<file path="config.mk">
export PLATFORM = sky130hd
export DESIGN_NAME = dual_thermometer_pump_controller_flat
export DESIGN_NICKNAME = d
export VERILOG_FILES = /design/src/sv/dtpc_pkg.sv /design/src/sv/dtpc_ifs.sv /design/src/sv/dtpc_seq.sv /design/src/sv/dual_thermometer_pump_controller.sv /design/src/flat_wrapper.sv
export SDC_FILE = /design/constraint.sdc
export NUM_CORES = 1
export LEC_CHECK = 0
export BUFFER_PORTS_ARGS = -buffer_cell sky130_fd_sc_hd__buf_2
export CORE_MARGIN = 2
export CORE_UTILIZATION = 36
export CTS_CLUSTER_SIZE = 25
export DETAILED_ROUTE_END_ITERATION = 8
export GPL_TIMING_DRIVEN = 0
export SYNTH_ARGS = -nofsm -noshare
export SYNTH_HDL_FRONTEND = slang
export SYNTH_HIERARCHICAL = 1
export SYNTH_SLANG_ARGS = --single-unit
</file>
<file path="constraint.sdc">
create_clock -name clock -period 3.9 [get_ports clock]
set_input_delay 0.39 -clock clock [delete_from_list [all_inputs] [get_ports clock]]
set_output_delay 0.39 -clock clock [all_outputs]
set_load 0.02 [all_outputs]
</file>
<file path="src/sv/dtpc_pkg.sv">
package dtpc_pkg;

   // configuration port geometry
   localparam int CSR_INDEX_W = 2;
   localparam int CSR_DATA_W  = 8;

   // configuration register indexes
   localparam logic [CSR_INDEX_W-1:0] CSR_PUMP_THRESHOLD    = 2'd0;
   localparam logic [CSR_INDEX_W-1:0] CSR_TANK_POLL_ENABLE  = 2'd1;
   localparam logic [CSR_INDEX_W-1:0] CSR_PANEL_POLL_ENABLE = 2'd2;

   // configuration reset values
   localparam logic [7:0] THRESHOLD_RESET   = 8'd40;
   localparam logic       TANK_POLL_RESET   = 1'b1;
   localparam logic       PANEL_POLL_RESET  = 1'b0;

   // sensor commands
   localparam logic [7:0] CMD_CONVERT = 8'hEE;
   localparam logic [7:0] CMD_STATUS  = 8'hAC;
   localparam logic [7:0] CMD_READ    = 8'hAA;

   // sequence and conversion constants
   localparam logic [4:0] STEPS_PER_SENSOR = 5'd9;
   localparam logic [4:0] LAST_STEP        = 5'd17;
   localparam int         DONE_BIT         = 7;
   localparam logic [7:0] SIGN_NEG         = 8'd255;
   localparam logic [7:0] NEG_BASE         = 8'd128;

   // position inside one sensor's sequence
   typedef enum logic [3:0] {
      SUB_CONVERT_CMD,
      SUB_GAP_CONVERT,
      SUB_STATUS_CMD,
      SUB_STATUS_READ,
      SUB_GAP_STATUS,
      SUB_READ_CMD,
      SUB_TEMP_READ,
      SUB_SIGN_READ,
      SUB_GAP_END
   } sub_type;

   typedef struct packed {
      logic [7:0] pump_threshold;
      logic       tank_poll_enable;
      logic       panel_poll_enable;
   } cfg_type;

   typedef struct packed {
      logic       tank_clock;
      logic       tank_reset_line;
      logic       tank_data_out;
      logic       panel_clock;
      logic       panel_reset_line;
      logic       panel_data_out;
      logic       data_drive;
      logic       pump_off;
      logic [7:0] tank_magnitude;
      logic       tank_negative;
      logic [7:0] panel_magnitude;
      logic       panel_negative;
   } result_type;

endpackage

</file>
<file path="src/sv/dtpc_ifs.sv">
interface dtpc_req_if;
   logic valid;
   logic ready;
   logic tank_data_in;
   logic panel_data_in;

   modport source (output valid, output tank_data_in, output panel_data_in, input ready);
   modport sink   (input valid, input tank_data_in, input panel_data_in, output ready);
endinterface

interface dtpc_rsp_if;
   logic       valid;
   logic       ready;
   logic       tank_clock;
   logic       tank_reset_line;
   logic       tank_data_out;
   logic       panel_clock;
   logic       panel_reset_line;
   logic       panel_data_out;
   logic       data_drive;
   logic       pump_off;
   logic [7:0] tank_magnitude;
   logic       tank_negative;
   logic [7:0] panel_magnitude;
   logic       panel_negative;

   modport source (
      output valid, output tank_clock, output tank_reset_line, output tank_data_out,
      output panel_clock, output panel_reset_line, output panel_data_out,
      output data_drive, output pump_off, output tank_magnitude, output tank_negative,
      output panel_magnitude, output panel_negative, input ready
   );
   modport sink (
      input valid, input tank_clock, input tank_reset_line, input tank_data_out,
      input panel_clock, input panel_reset_line, input panel_data_out,
      input data_drive, input pump_off, input tank_magnitude, input tank_negative,
      input panel_magnitude, input panel_negative, output ready
   );
endinterface

</file>
<file path="src/sv/dtpc_seq.sv">
module dtpc_seq
   import dtpc_pkg::*;
(
   input  logic       clock,
   input  logic       reset,
   input  logic       advance,
   input  logic       tank_din,
   input  logic       panel_din,
   input  cfg_type    cfg,
   output result_type result
);

   logic [4:0] step_ff, step_in;
   logic [2:0] bit_ff, bit_in;
   logic       phase_ff, phase_in;
   logic [7:0] shift_ff, shift_in;
   logic [7:0] raw_ff, raw_in;
   logic [7:0] tank_val_ff, tank_val_in;
   logic       tank_neg_ff, tank_neg_in;
   logic [7:0] panel_val_ff, panel_val_in;
   logic       panel_neg_ff, panel_neg_in;
   logic       pump_off_ff, pump_off_in;

   logic       active;
   logic       sensor;
   logic [4:0] sub_raw;
   sub_type    sub;
   logic       din;
   logic       is_byte;
   logic       is_send;
   logic [7:0] cmd;
   logic       clk;
   logic       rst;
   logic       dout;
   logic       drive;
   logic       poll;
   logic       sign_neg;
   logic [7:0] half;
   logic [7:0] mag;
   logic       pump_on;

   // decode the sequence step
   assign active  = (step_ff <= LAST_STEP);
   assign sensor  = (step_ff >= STEPS_PER_SENSOR);
   assign sub_raw = sensor ? (step_ff - STEPS_PER_SENSOR) : step_ff;
   assign sub     = sub_type'(sub_raw[3:0]);
   assign din     = sensor ? panel_din : tank_din;
   assign poll    = sensor ? cfg.panel_poll_enable : cfg.tank_poll_enable;

   // byte step kind and command
   always_comb begin
      is_byte = 1'b1;
      is_send = 1'b0;
      cmd     = '0;
      case (sub)
         SUB_CONVERT_CMD: begin
            is_send = 1'b1;
            cmd     = CMD_CONVERT;
         end
         SUB_STATUS_CMD: begin
            is_send = 1'b1;
            cmd     = CMD_STATUS;
         end
         SUB_READ_CMD: begin
            is_send = 1'b1;
            cmd     = CMD_READ;
         end
         SUB_STATUS_READ, SUB_TEMP_READ, SUB_SIGN_READ: begin
            is_byte = 1'b1;
         end
         default: begin
            is_byte = 1'b0;
         end
      endcase
   end

   // temperature conversion from raw byte and sign byte
   assign half     = {1'b0, raw_ff[7:1]};
   assign sign_neg = (shift_ff == SIGN_NEG);
   assign mag      = sign_neg ? (NEG_BASE - half) : half;

   // pump decision from the stored readings
   assign pump_on = !tank_neg_ff && !panel_neg_ff &&
                    (panel_val_ff > cfg.pump_threshold) && (panel_val_ff >= tank_val_ff);

   // next state for one tick
   always_comb begin
      step_in      = step_ff;
      bit_in       = bit_ff;
      phase_in     = phase_ff;
      shift_in     = shift_ff;
      raw_in       = raw_ff;
      tank_val_in  = tank_val_ff;
      tank_neg_in  = tank_neg_ff;
      panel_val_in = panel_val_ff;
      panel_neg_in = panel_neg_ff;
      pump_off_in  = pump_off_ff;
      clk          = 1'b1;
      rst          = 1'b0;
      dout         = 1'b0;
      drive        = 1'b0;
      if (!active) begin
         step_in  = '0;
         bit_in   = '0;
         phase_in = 1'b0;
      end else if (is_byte) begin
         clk      = phase_ff;
         rst      = 1'b1;
         phase_in = !phase_ff;
         if (is_send) begin
            drive = 1'b1;
            dout  = cmd[bit_ff];
         end else if (!phase_ff) begin
            shift_in[bit_ff] = din;
         end
         if (phase_ff) begin
            if (bit_ff == 3'd7) begin
               bit_in  = '0;
               step_in = step_ff + 5'd1;
               if (sub == SUB_TEMP_READ) begin
                  raw_in = shift_ff;
               end
               if (sub == SUB_SIGN_READ) begin
                  if (sensor) begin
                     panel_val_in = mag;
                     panel_neg_in = sign_neg;
                  end else begin
                     tank_val_in = mag;
                     tank_neg_in = sign_neg;
                  end
               end
            end else begin
               bit_in = bit_ff + 3'd1;
            end
         end
      end else begin
         bit_in   = '0;
         phase_in = 1'b0;
         if (sub == SUB_GAP_CONVERT) begin
            step_in = poll ? (step_ff + 5'd1) : (step_ff + 5'd4);
         end else if (sub == SUB_GAP_STATUS) begin
            step_in = shift_ff[DONE_BIT] ? (step_ff + 5'd1) : (step_ff - 5'd2);
         end else if (sensor) begin
            pump_off_in = !pump_on;
            step_in     = '0;
         end else begin
            step_in = STEPS_PER_SENSOR;
         end
      end
   end

   // sequencer state
   always_ff @(posedge clock) begin
      if (reset) begin
         step_ff      <= '0;
         bit_ff       <= '0;
         phase_ff     <= 1'b0;
         shift_ff     <= '0;
         raw_ff       <= '0;
         tank_val_ff  <= '0;
         tank_neg_ff  <= 1'b0;
         panel_val_ff <= '0;
         panel_neg_ff <= 1'b0;
         pump_off_ff  <= 1'b1;
      end else if (advance) begin
         step_ff      <= step_in;
         bit_ff       <= bit_in;
         phase_ff     <= phase_in;
         shift_ff     <= shift_in;
         raw_ff       <= raw_in;
         tank_val_ff  <= tank_val_in;
         tank_neg_ff  <= tank_neg_in;
         panel_val_ff <= panel_val_in;
         panel_neg_ff <= panel_neg_in;
         pump_off_ff  <= pump_off_in;
      end
   end

   // line levels of this tick, readings after its update
   always_comb begin
      result.tank_clock       = 1'b1;
      result.tank_reset_line  = 1'b0;
      result.tank_data_out    = 1'b0;
      result.panel_clock      = 1'b1;
      result.panel_reset_line = 1'b0;
      result.panel_data_out   = 1'b0;
      if (active && !sensor) begin
         result.tank_clock      = clk;
         result.tank_reset_line = rst;
         result.tank_data_out   = dout;
      end else if (active) begin
         result.panel_clock      = clk;
         result.panel_reset_line = rst;
         result.panel_data_out   = dout;
      end
      result.data_drive      = drive;
      result.pump_off        = pump_off_in;
      result.tank_magnitude  = tank_val_in;
      result.tank_negative   = tank_neg_in;
      result.panel_magnitude = panel_val_in;
      result.panel_negative  = panel_neg_in;
   end

endmodule

</file>
<file path="src/sv/dual_thermometer_pump_controller.sv">
// Dual three-wire thermometer master with pump control.
// Each req_ch transaction is one half-bit tick carrying the levels seen on the
// tank and panel data lines; each tick yields exactly one rsp_ch transaction
// with the clock, reset and data line levels to drive for that tick, the
// data_drive direction and the pump switch plus the latest readings.
// Tank and panel are served in turn: start conversion, optional status
// polling, then temperature and sign bytes, and the pump decision after the
// panel is read.
// The input register takes the tick at req_ch acceptance, and the sequencer
// logic loads the result register from it once the result register is free.
// Throughput is one tick per cycle while rsp_ch does not stall, set by the
// single sequencer update per cycle.
// When rsp_ch stalls the result register holds, the input register takes one
// more tick, and req_ch ready drops once both are full.
// Reset (synchronous) restarts at the tank conversion, clears readings, turns
// the pump off and loads threshold 40, tank polling on, panel polling off.
// csr_we writes register csr_index (0 threshold, 1 tank poll, 2 panel poll).
module dual_thermometer_pump_controller
   import dtpc_pkg::*;
(
   input  logic                   clock,
   input  logic                   reset,
   dtpc_req_if.sink               req_ch,
   dtpc_rsp_if.source             rsp_ch,
   input  logic                   csr_we,
   input  logic [CSR_INDEX_W-1:0] csr_index,
   input  logic [CSR_DATA_W-1:0]  csr_wdata
);

   cfg_type    cfg_ff;
   logic       in_valid_ff, in_valid_in;
   logic       in_tank_ff;
   logic       in_panel_ff;
   logic       out_valid_ff, out_valid_in;
   result_type out_ff;
   result_type seq_result;
   logic       out_free;
   logic       advance;

   // configuration registers
   always_ff @(posedge clock) begin
      if (reset) begin
         cfg_ff.pump_threshold    <= THRESHOLD_RESET;
         cfg_ff.tank_poll_enable  <= TANK_POLL_RESET;
         cfg_ff.panel_poll_enable <= PANEL_POLL_RESET;
      end else if (csr_we) begin
         case (csr_index)
            CSR_PUMP_THRESHOLD:    cfg_ff.pump_threshold    <= csr_wdata[7:0];
            CSR_TANK_POLL_ENABLE:  cfg_ff.tank_poll_enable  <= csr_wdata[0];
            CSR_PANEL_POLL_ENABLE: cfg_ff.panel_poll_enable <= csr_wdata[0];
            default: begin
            end
         endcase
      end
   end

   // pipeline flow control
   assign out_free     = !out_valid_ff || rsp_ch.ready;
   assign advance      = in_valid_ff && out_free;
   assign req_ch.ready = !in_valid_ff || out_free;
   assign in_valid_in  = req_ch.ready ? req_ch.valid : in_valid_ff;
   assign out_valid_in = out_free ? in_valid_ff : out_valid_ff;

   always_ff @(posedge clock) begin
      if (reset) begin
         in_valid_ff  <= 1'b0;
         out_valid_ff <= 1'b0;
      end else begin
         in_valid_ff  <= in_valid_in;
         out_valid_ff <= out_valid_in;
      end
   end

   // input register
   always_ff @(posedge clock) begin
      if (req_ch.ready) begin
         in_tank_ff  <= req_ch.tank_data_in;
         in_panel_ff <= req_ch.panel_data_in;
      end
   end

   dtpc_seq u_seq (
      .clock     (clock),
      .reset     (reset),
      .advance   (advance),
      .tank_din  (in_tank_ff),
      .panel_din (in_panel_ff),
      .cfg       (cfg_ff),
      .result    (seq_result)
   );

   // result register
   always_ff @(posedge clock) begin
      if (advance) begin
         out_ff <= seq_result;
      end
   end

   assign rsp_ch.valid            = out_valid_ff;
   assign rsp_ch.tank_clock       = out_ff.tank_clock;
   assign rsp_ch.tank_reset_line  = out_ff.tank_reset_line;
   assign rsp_ch.tank_data_out    = out_ff.tank_data_out;
   assign rsp_ch.panel_clock      = out_ff.panel_clock;
   assign rsp_ch.panel_reset_line = out_ff.panel_reset_line;
   assign rsp_ch.panel_data_out   = out_ff.panel_data_out;
   assign rsp_ch.data_drive       = out_ff.data_drive;
   assign rsp_ch.pump_off         = out_ff.pump_off;
   assign rsp_ch.tank_magnitude   = out_ff.tank_magnitude;
   assign rsp_ch.tank_negative    = out_ff.tank_negative;
   assign rsp_ch.panel_magnitude  = out_ff.panel_magnitude;
   assign rsp_ch.panel_negative   = out_ff.panel_negative;

   // only one sensor is selected at a time
   a_one_selected: assert property (@(posedge clock) disable iff (reset)
      out_valid_ff |-> !(out_ff.tank_reset_line && out_ff.panel_reset_line))
      else $error("both sensors selected");

   // driving the data line needs a selected sensor
   a_drive_selected: assert property (@(posedge clock) disable iff (reset)
      (out_valid_ff && out_ff.data_drive) |->
         (out_ff.tank_reset_line || out_ff.panel_reset_line))
      else $error("data driven with no sensor selected");

   // a waiting tick is kept while the result register is blocked
   a_tick_held: assert property (@(posedge clock) disable iff (reset)
      (in_valid_ff && !out_free) |=>
         (in_valid_ff && $stable(in_tank_ff) && $stable(in_panel_ff)))
      else $error("pending tick lost");

endmodule

</file>
<file path="src/flat_wrapper.sv">
// flat-port wrapper written by rule: the top's interface ports become plain ports
module dual_thermometer_pump_controller_flat import dtpc_pkg::*;
  (clock, reset, csr_we, csr_index, csr_wdata, req_ch_valid, req_ch_tank_data_in, req_ch_panel_data_in, req_ch_ready, rsp_ch_valid, rsp_ch_tank_clock, rsp_ch_tank_reset_line, rsp_ch_tank_data_out, rsp_ch_panel_clock, rsp_ch_panel_reset_line, rsp_ch_panel_data_out, rsp_ch_data_drive, rsp_ch_pump_off, rsp_ch_tank_magnitude, rsp_ch_tank_negative, rsp_ch_panel_magnitude, rsp_ch_panel_negative, rsp_ch_ready);
  dtpc_req_if req_ch_i ();
  dtpc_rsp_if rsp_ch_i ();
  input  logic clock;
  input  logic reset;
  input  logic csr_we;
  input  logic [CSR_INDEX_W-1:0] csr_index;
  input  logic [CSR_DATA_W-1:0] csr_wdata;
  input wire logic [$bits(req_ch_i.valid)-1:0] req_ch_valid;
  input wire logic [$bits(req_ch_i.tank_data_in)-1:0] req_ch_tank_data_in;
  input wire logic [$bits(req_ch_i.panel_data_in)-1:0] req_ch_panel_data_in;
  output wire logic [$bits(req_ch_i.ready)-1:0] req_ch_ready;
  output wire logic [$bits(rsp_ch_i.valid)-1:0] rsp_ch_valid;
  output wire logic [$bits(rsp_ch_i.tank_clock)-1:0] rsp_ch_tank_clock;
  output wire logic [$bits(rsp_ch_i.tank_reset_line)-1:0] rsp_ch_tank_reset_line;
  output wire logic [$bits(rsp_ch_i.tank_data_out)-1:0] rsp_ch_tank_data_out;
  output wire logic [$bits(rsp_ch_i.panel_clock)-1:0] rsp_ch_panel_clock;
  output wire logic [$bits(rsp_ch_i.panel_reset_line)-1:0] rsp_ch_panel_reset_line;
  output wire logic [$bits(rsp_ch_i.panel_data_out)-1:0] rsp_ch_panel_data_out;
  output wire logic [$bits(rsp_ch_i.data_drive)-1:0] rsp_ch_data_drive;
  output wire logic [$bits(rsp_ch_i.pump_off)-1:0] rsp_ch_pump_off;
  output wire logic [$bits(rsp_ch_i.tank_magnitude)-1:0] rsp_ch_tank_magnitude;
  output wire logic [$bits(rsp_ch_i.tank_negative)-1:0] rsp_ch_tank_negative;
  output wire logic [$bits(rsp_ch_i.panel_magnitude)-1:0] rsp_ch_panel_magnitude;
  output wire logic [$bits(rsp_ch_i.panel_negative)-1:0] rsp_ch_panel_negative;
  input wire logic [$bits(rsp_ch_i.ready)-1:0] rsp_ch_ready;
  assign req_ch_i.valid = req_ch_valid;
  assign req_ch_i.tank_data_in = req_ch_tank_data_in;
  assign req_ch_i.panel_data_in = req_ch_panel_data_in;
  assign req_ch_ready = req_ch_i.ready;
  assign rsp_ch_valid = rsp_ch_i.valid;
  assign rsp_ch_tank_clock = rsp_ch_i.tank_clock;
  assign rsp_ch_tank_reset_line = rsp_ch_i.tank_reset_line;
  assign rsp_ch_tank_data_out = rsp_ch_i.tank_data_out;
  assign rsp_ch_panel_clock = rsp_ch_i.panel_clock;
  assign rsp_ch_panel_reset_line = rsp_ch_i.panel_reset_line;
  assign rsp_ch_panel_data_out = rsp_ch_i.panel_data_out;
  assign rsp_ch_data_drive = rsp_ch_i.data_drive;
  assign rsp_ch_pump_off = rsp_ch_i.pump_off;
  assign rsp_ch_tank_magnitude = rsp_ch_i.tank_magnitude;
  assign rsp_ch_tank_negative = rsp_ch_i.tank_negative;
  assign rsp_ch_panel_magnitude = rsp_ch_i.panel_magnitude;
  assign rsp_ch_panel_negative = rsp_ch_i.panel_negative;
  assign rsp_ch_i.ready = rsp_ch_ready;
  dual_thermometer_pump_controller u_core (.clock(clock), .reset(reset), .req_ch(req_ch_i), .rsp_ch(rsp_ch_i), .csr_we(csr_we), .csr_index(csr_index), .csr_wdata(csr_wdata));
endmodule
</file>
# Yosys cells after proc, flatten, opt, wreduce, memory -nomap -nowiden
# Cells that the tools add are included.
[word_totals]
register_bits = 84
inputBits = 17
output_inout_bits = 28
wordCells = 149
[op_classes]
addsub = 6
n_lt_le_gt_ge = 6
eq_ne = 13
mux = 64
n_bitwise = 3
n_reduce_logical = 28
[ops]
columns = ["cell", "count"]
rows = [
  ["8-bit two-way mux", 13],
  ["5-bit two-way mux", 8],
  ["1-bit two-way mux", 33],
  ["8-bit case mux with 3 select lines", 1],
  ["4-bit by 3-bit equality test with 1-bit output, second input constant", 4],
  ["3-bit two-way mux", 4],
  ["2-bit AND reduction", 5],
  ["8-bit bitwise mux", 1],
  ["4-bit by 2-bit equality test with 1-bit output, second input constant", 2],
  ["8-bit equality test, second input constant", 1],
  ["8-bit greater-or-equal comparator", 1],
  ["8-bit greater-than comparator", 1],
  ["4-bit two-way mux", 2],
  ["8-bit by 7-bit subtractor with 8-bit output, first input constant", 1],
  ["1-bit zero test", 7],
  ["1-bit logical AND", 6],
  ["6-bit AND reduction", 1],
  ["6-bit OR reduction", 1],
  ["5-bit by 1-bit adder with 5-bit output, second input constant", 1],
  ["5-bit by 3-bit adder with 5-bit output, second input constant", 1],
  ["5-bit by 4-bit greater-or-equal comparator with 1-bit output, second input constant", 1],
  ["5-bit less-or-equal comparator, second input constant", 1],
  ["5-bit AND reduction", 1],
  ["5-bit by 2-bit subtractor with 5-bit output, second input constant", 1],
  ["other kinds (19)", 22],
]

# Longest topological paths before layout
[depth]
depth_word = 10
depth_mapped = 13
ltp_nobuf = 9

# Cells and area by module
# The synthesis kept the hierarchy.
[by_module_without_submodules]
columns = ["mod", "instances", "cells_each", "area_per_inst_um2", "seq_area_each_um2"]
rows = [
  ["dtpc_seq", 1, 457, 3587.2, 860.8],
  ["dual_thermometer_pump_controller", 1, 82, 1370.1, 1081.0],
]

# Worst setup path before layout
# OpenSTA, ideal clock, no wires.
[synth_timing]
kind = "reg-to-reg"
start = "register u_core.u_seq.step_ff[2]"
end = "register u_core.out_ff (netlist bit u_core/rsp_ch.pump_off) (data pin)"
setup_time_ns = 0.251
arrival_ns = 2.921
required_time_ns = 3.649
slack_ns = 0.728
path_stages_with_launch = 13
period_less_slack_ns = 3.172
cell_sequence = "dfxtp_1 clkbuf_1 buf_2 inv_1 ha_1 a211oi_2 a21oi_1 a211oi_1 mux2i_1 nand2_1 nor2_1 mux2_2 buf_4"
[synth_via]
elab_chain_cells = 7
word_cells_on_any_way = 19
[synth_lines]
columns = ["element", "line_no", "text"]
rows = [
  ["from (decl)", "dtpc_seq.sv:13", "logic [4:0] step_ff, step_in;"],
  ["from (signal assigned)", "dtpc_seq.sv:166", "step_ff <= step_in;"],
  ["4-bit subtractor or 5-bit by 4-bit greater-or-equal comparator with 1-bit output (tied branches)", "dtpc_seq.sv:45, dtpc_seq.sv:44", ""],
  ["4-bit two-way mux", "dtpc_seq.sv:45", "assign sub_raw = sensor ? (step_ff - STEPS_PER_SENSOR) : step_ff;"],
  ["4-bit by 3-bit equality test with 1-bit output, or another cell as far along", "dtpc_seq.sv:55", "case (sub)"],
  ["6-bit OR reduction (no line) or 1-bit two-way mux (tied branches)", "--", ""],
  ["1-bit two-way mux, on equally long branches", "dtpc_seq.sv:55, dtpc_seq.sv:139", ""],
  ["1-bit two-way mux", "dtpc_seq.sv:106", "end else if (is_byte) begin"],
  ["1-bit two-way mux (*)", "dtpc_seq.sv:102", "if (!active) begin"],
  ["named net u_core.u_seq.pump_off_in", "dtpc_seq.sv:22", "logic pump_off_ff, pump_off_in;"],
  ["to (signal assigned)", "dual_thermometer_pump_controller.sv:95", "out_ff <= seq_result;"],
  ["to (decl)", "dual_thermometer_pump_controller.sv:35", "result_type out_ff;"],
]
# The timed path passes the listed nets; every way through them passes the cells marked *.
# A chain may end at the register's enable or synchronous reset.

# Final worst setup path
# Same ends and word-level chain as after synthesis.

==> metrics.txt <==
status=finished clean; total gr overflow=0; Peak VDD IR=0.183 mV; crit path DAT=3.76 ns; largest area contributor in the netlist=dfxtp_1; grt met2 use=0.262; FF+latch area=1940 sq um; die area=14,700 sq um; FP Rows=42; Worst Hold Launch=req_ch_panel_data_in; DP HPWL=9.07 mm; Netlist cell types=66; largest cells by area after synthesis=dfxtp_1 (22%), edfxtp_1 (17%), ha_1 (7.1%), mux2i_1 (6.5%), nor2_1 (4.8%); Area Growth Syn to Fin=15.6%; multi-input logic area=2770 sq um; CP Buf/Inv Count=4; vias=4,103; Critical Path Max Stage Delay=0.40 ns; Post-CTS Setup Bufs=0; post-layout net count=639; # IOs=45; Worst slew margin=0.400; cts bufs inserted=9; Core ar.=13,300 sq um; Worst-path clk slew=0.06 ns; Fillers=1,351; number of H-tree levels=3; largest net degree at the start of global routing=33; ys async rst share=0; CP Class=register to register; Buffers on Ports=44; PwrDens=330 nW/um^2; CP endpoint kind=register; R2R cell count=12; P_leak=2.28 nW; worst path required time=4.00 ns; Mapped Nets=584; Warnings, synthesis=6; Worst Path Max Fanout=10; DR WL/cell=15.6 um; proportion of layout cells with a drive suffix above 1=0.184; final WL=12.1 mm; Critical Path Start Type=register; # setup viols final=0; critical path's top delay family=buffers and inverters; FF-to-FF Start=u_core/u_seq/step_ff[2]; die height=121 um; final core occ=0.429; GR peak layer=met2; skew final=0.00350 ns; final number of max-transition violations=0; register bit total from synthesis=83; worst setup path startpoint=u_core/u_seq/step_ff[2]; initial cell density of the core=0.371; Final ANT Viol Nets=0; cell area after synthesis=4960 sq um; number of flops mapped to enable cells by yosys=28; post-synthesis sequential area ratio=0.392; worst min path class=input port to register; cells after synthesis=539; Crit. path cell count=12; Fmax=273 MHz; vias in the first global route=3,945; Die Width=121 um; Vias/cell=5.29; Avg Inst Size Synth=9.20 sq um; CTS tree=built; most frequent cells in the layout=nor2_1 (64), dfxtp_1 (55), buf_2 (52); slowest stage cell, crit path=dfxtp_1; root buffer cell=clkbuf_16; worst hold path depth=1; CP Cell Sequence=clkbuf_2 > buf_2 > inv_1 > ha_1 > nand2b_2 > a21o_1 > a211oi_2 > mux2i_1 > nand2_1 > nor2_1 > mux2_2 > buf_4; routability cong.=0.899; PnR Total Power=1.89 mW; Final Hold Viols=0; Hold-fix buffers, CTS=0; global-route track usage on met1=0.242; DRC viols=0; clk sinks=83; met3 Use GR=0.0352; worst slew pin tran=0.874 ns; post-layout min period=3.67 ns; Worst-Skew Late Latency=0.33 ns; CTS max path bufs=2; max-cap violations=0; unrepaired setup endpoints after global routing=false; global-route wire length before repair=19.9 mm; antenna cells=0; total iterations of the first detailed-routing run=4; period utilization=0.940; Synth Flop Type=dfxtp_1; top-area cell type share of the netlist area=0.222; Total GRT Usage=0.170; commonest non-fill, non-tap cell in the layout=nor2_1; starting DRC count in detailed routing=249; antenna violations before repair=0
[through the flow]
| step | instance area, sq um | hold WS [ns] | instances | setup TNS [ns] | worst slack, ns |
|---|---|---|---|---|---|
| after floorplan | 4960 | 0.434 | 539 | 0 | 0.728 |
| after global placement | 5400 | 0.446 | 759 | -0.0272 | -0.0272 |
| after detailed placement | 5400 | 0.457 | 759 | -0.110 | -0.110 |
| after CTS | 5710 | 0.221 | 775 | 0 | 0.0294 |
| after global routing | 5730 | 0.226 | 775 | 0 | 0.0268 |
| final | 5730 | 0.232 | 775 | 0 | 0.233 |
[registers in the layout, summed over array words and instances (netlist names), 3 cells and up]
register	count
u_core/u_seq/step_ff	5
u_core/u_seq/panel_val_ff	8
u_core/u_seq/tank_val_ff	8
u_core/rsp_ch.tank_magnitude	8
u_core/u_seq/shift_ff	8
u_core/u_seq/raw_ff	7
u_core/u_seq/bit_ff	3
u_core/rsp_ch.panel_magnitude	8
u_core/cfg_ff	10
[cells in the mapped netlist, types with 15 or more instances]
library cell  number
ha_1              28
edfxtp_1          28
o21ai_0           22
inv_1             26
nor2_1            64
mux2_2            15
nand3_1           18
clkbuf_1          16
dfxtp_1           55
nand2b_1          23
nand2_1           32
a21oi_1           29
mux2i_1           32
[cell type report]
type / count / share of cell area
Buffer: 32 / 0.0290
Clock buffer: 10 / 0.0400
Clock inverter: 6 / 0.0142
Inverter: 27 / 0.0177
Multi-Input combinational cell: 397 / 0.483
Sequential cell: 83 / 0.339
Tap cell: 176 / 0.0384
Timing Repair Buffer: 44 / 0.0384
[report_power, final]
group / internal (mW) / leakage, nW / total [mW] / switching, mW
combinational: 0.0311 / 1.44 / 0.0894 / 0.0583
clock: 0.556 / 0.150 / 0.883 / 0.327
sequential: 0.910 / 0.692 / 0.918 / 0.00778
[worst register-to-register path, stage by stage, from the launching register on]
cell and delay [ns]:
dfxtp_1 0.40, clkbuf_2 0.22, buf_2 0.26, inv_1 0.19, ha_1 0.31, nand2b_2 0.26, a21o_1 0.22, a211oi_2 0.38
mux2i_1 0.33, nand2_1 0.14, nor2_1 0.20, mux2_2 0.38, buf_4 0.13
[metal layers]
| metal | vias to the layer above | part of all wire |
|---|---|---|
| met5 | - | 0 |
| met4 | 0 | 0.0096 |
| met3 | 10 | 0.060 |
| met2 | 122 | 0.44 |
| met1 | 1933 | 0.49 |
| li1 | 2038 | - |
[worst paths after layout]
| kind | end | slack, ns |
|---|---|---|
| setup / recovery | u_core/rsp_ch.pump_off | 0.23 |
| hold reg to reg | u_core/rsp_ch.valid | 0.46 |
| hold / removal | u_core/in_panel_ff | 0.23 |
| setup reg to reg | u_core/rsp_ch.pump_off | 0.23 |
[logic make-up after synthesis]
group / Yosys count / synth area share
compound gates: 122 / 0.174
xor+xnor: 10 / 0.0177
fa+ha+maj: 28 / 0.0707
buf+inv: 59 / 0.0538
flops: 83 / 0.392
mux: 47 / 0.0987
simple gates: 190 / 0.193
[what timing repair did]
item / in CTS / in global routing
setup endpoints to repair: 1 / 11
pin swaps: 0 / 1
gates resized for setup: 1 / 4
Power figures use the tool's default switching activity.
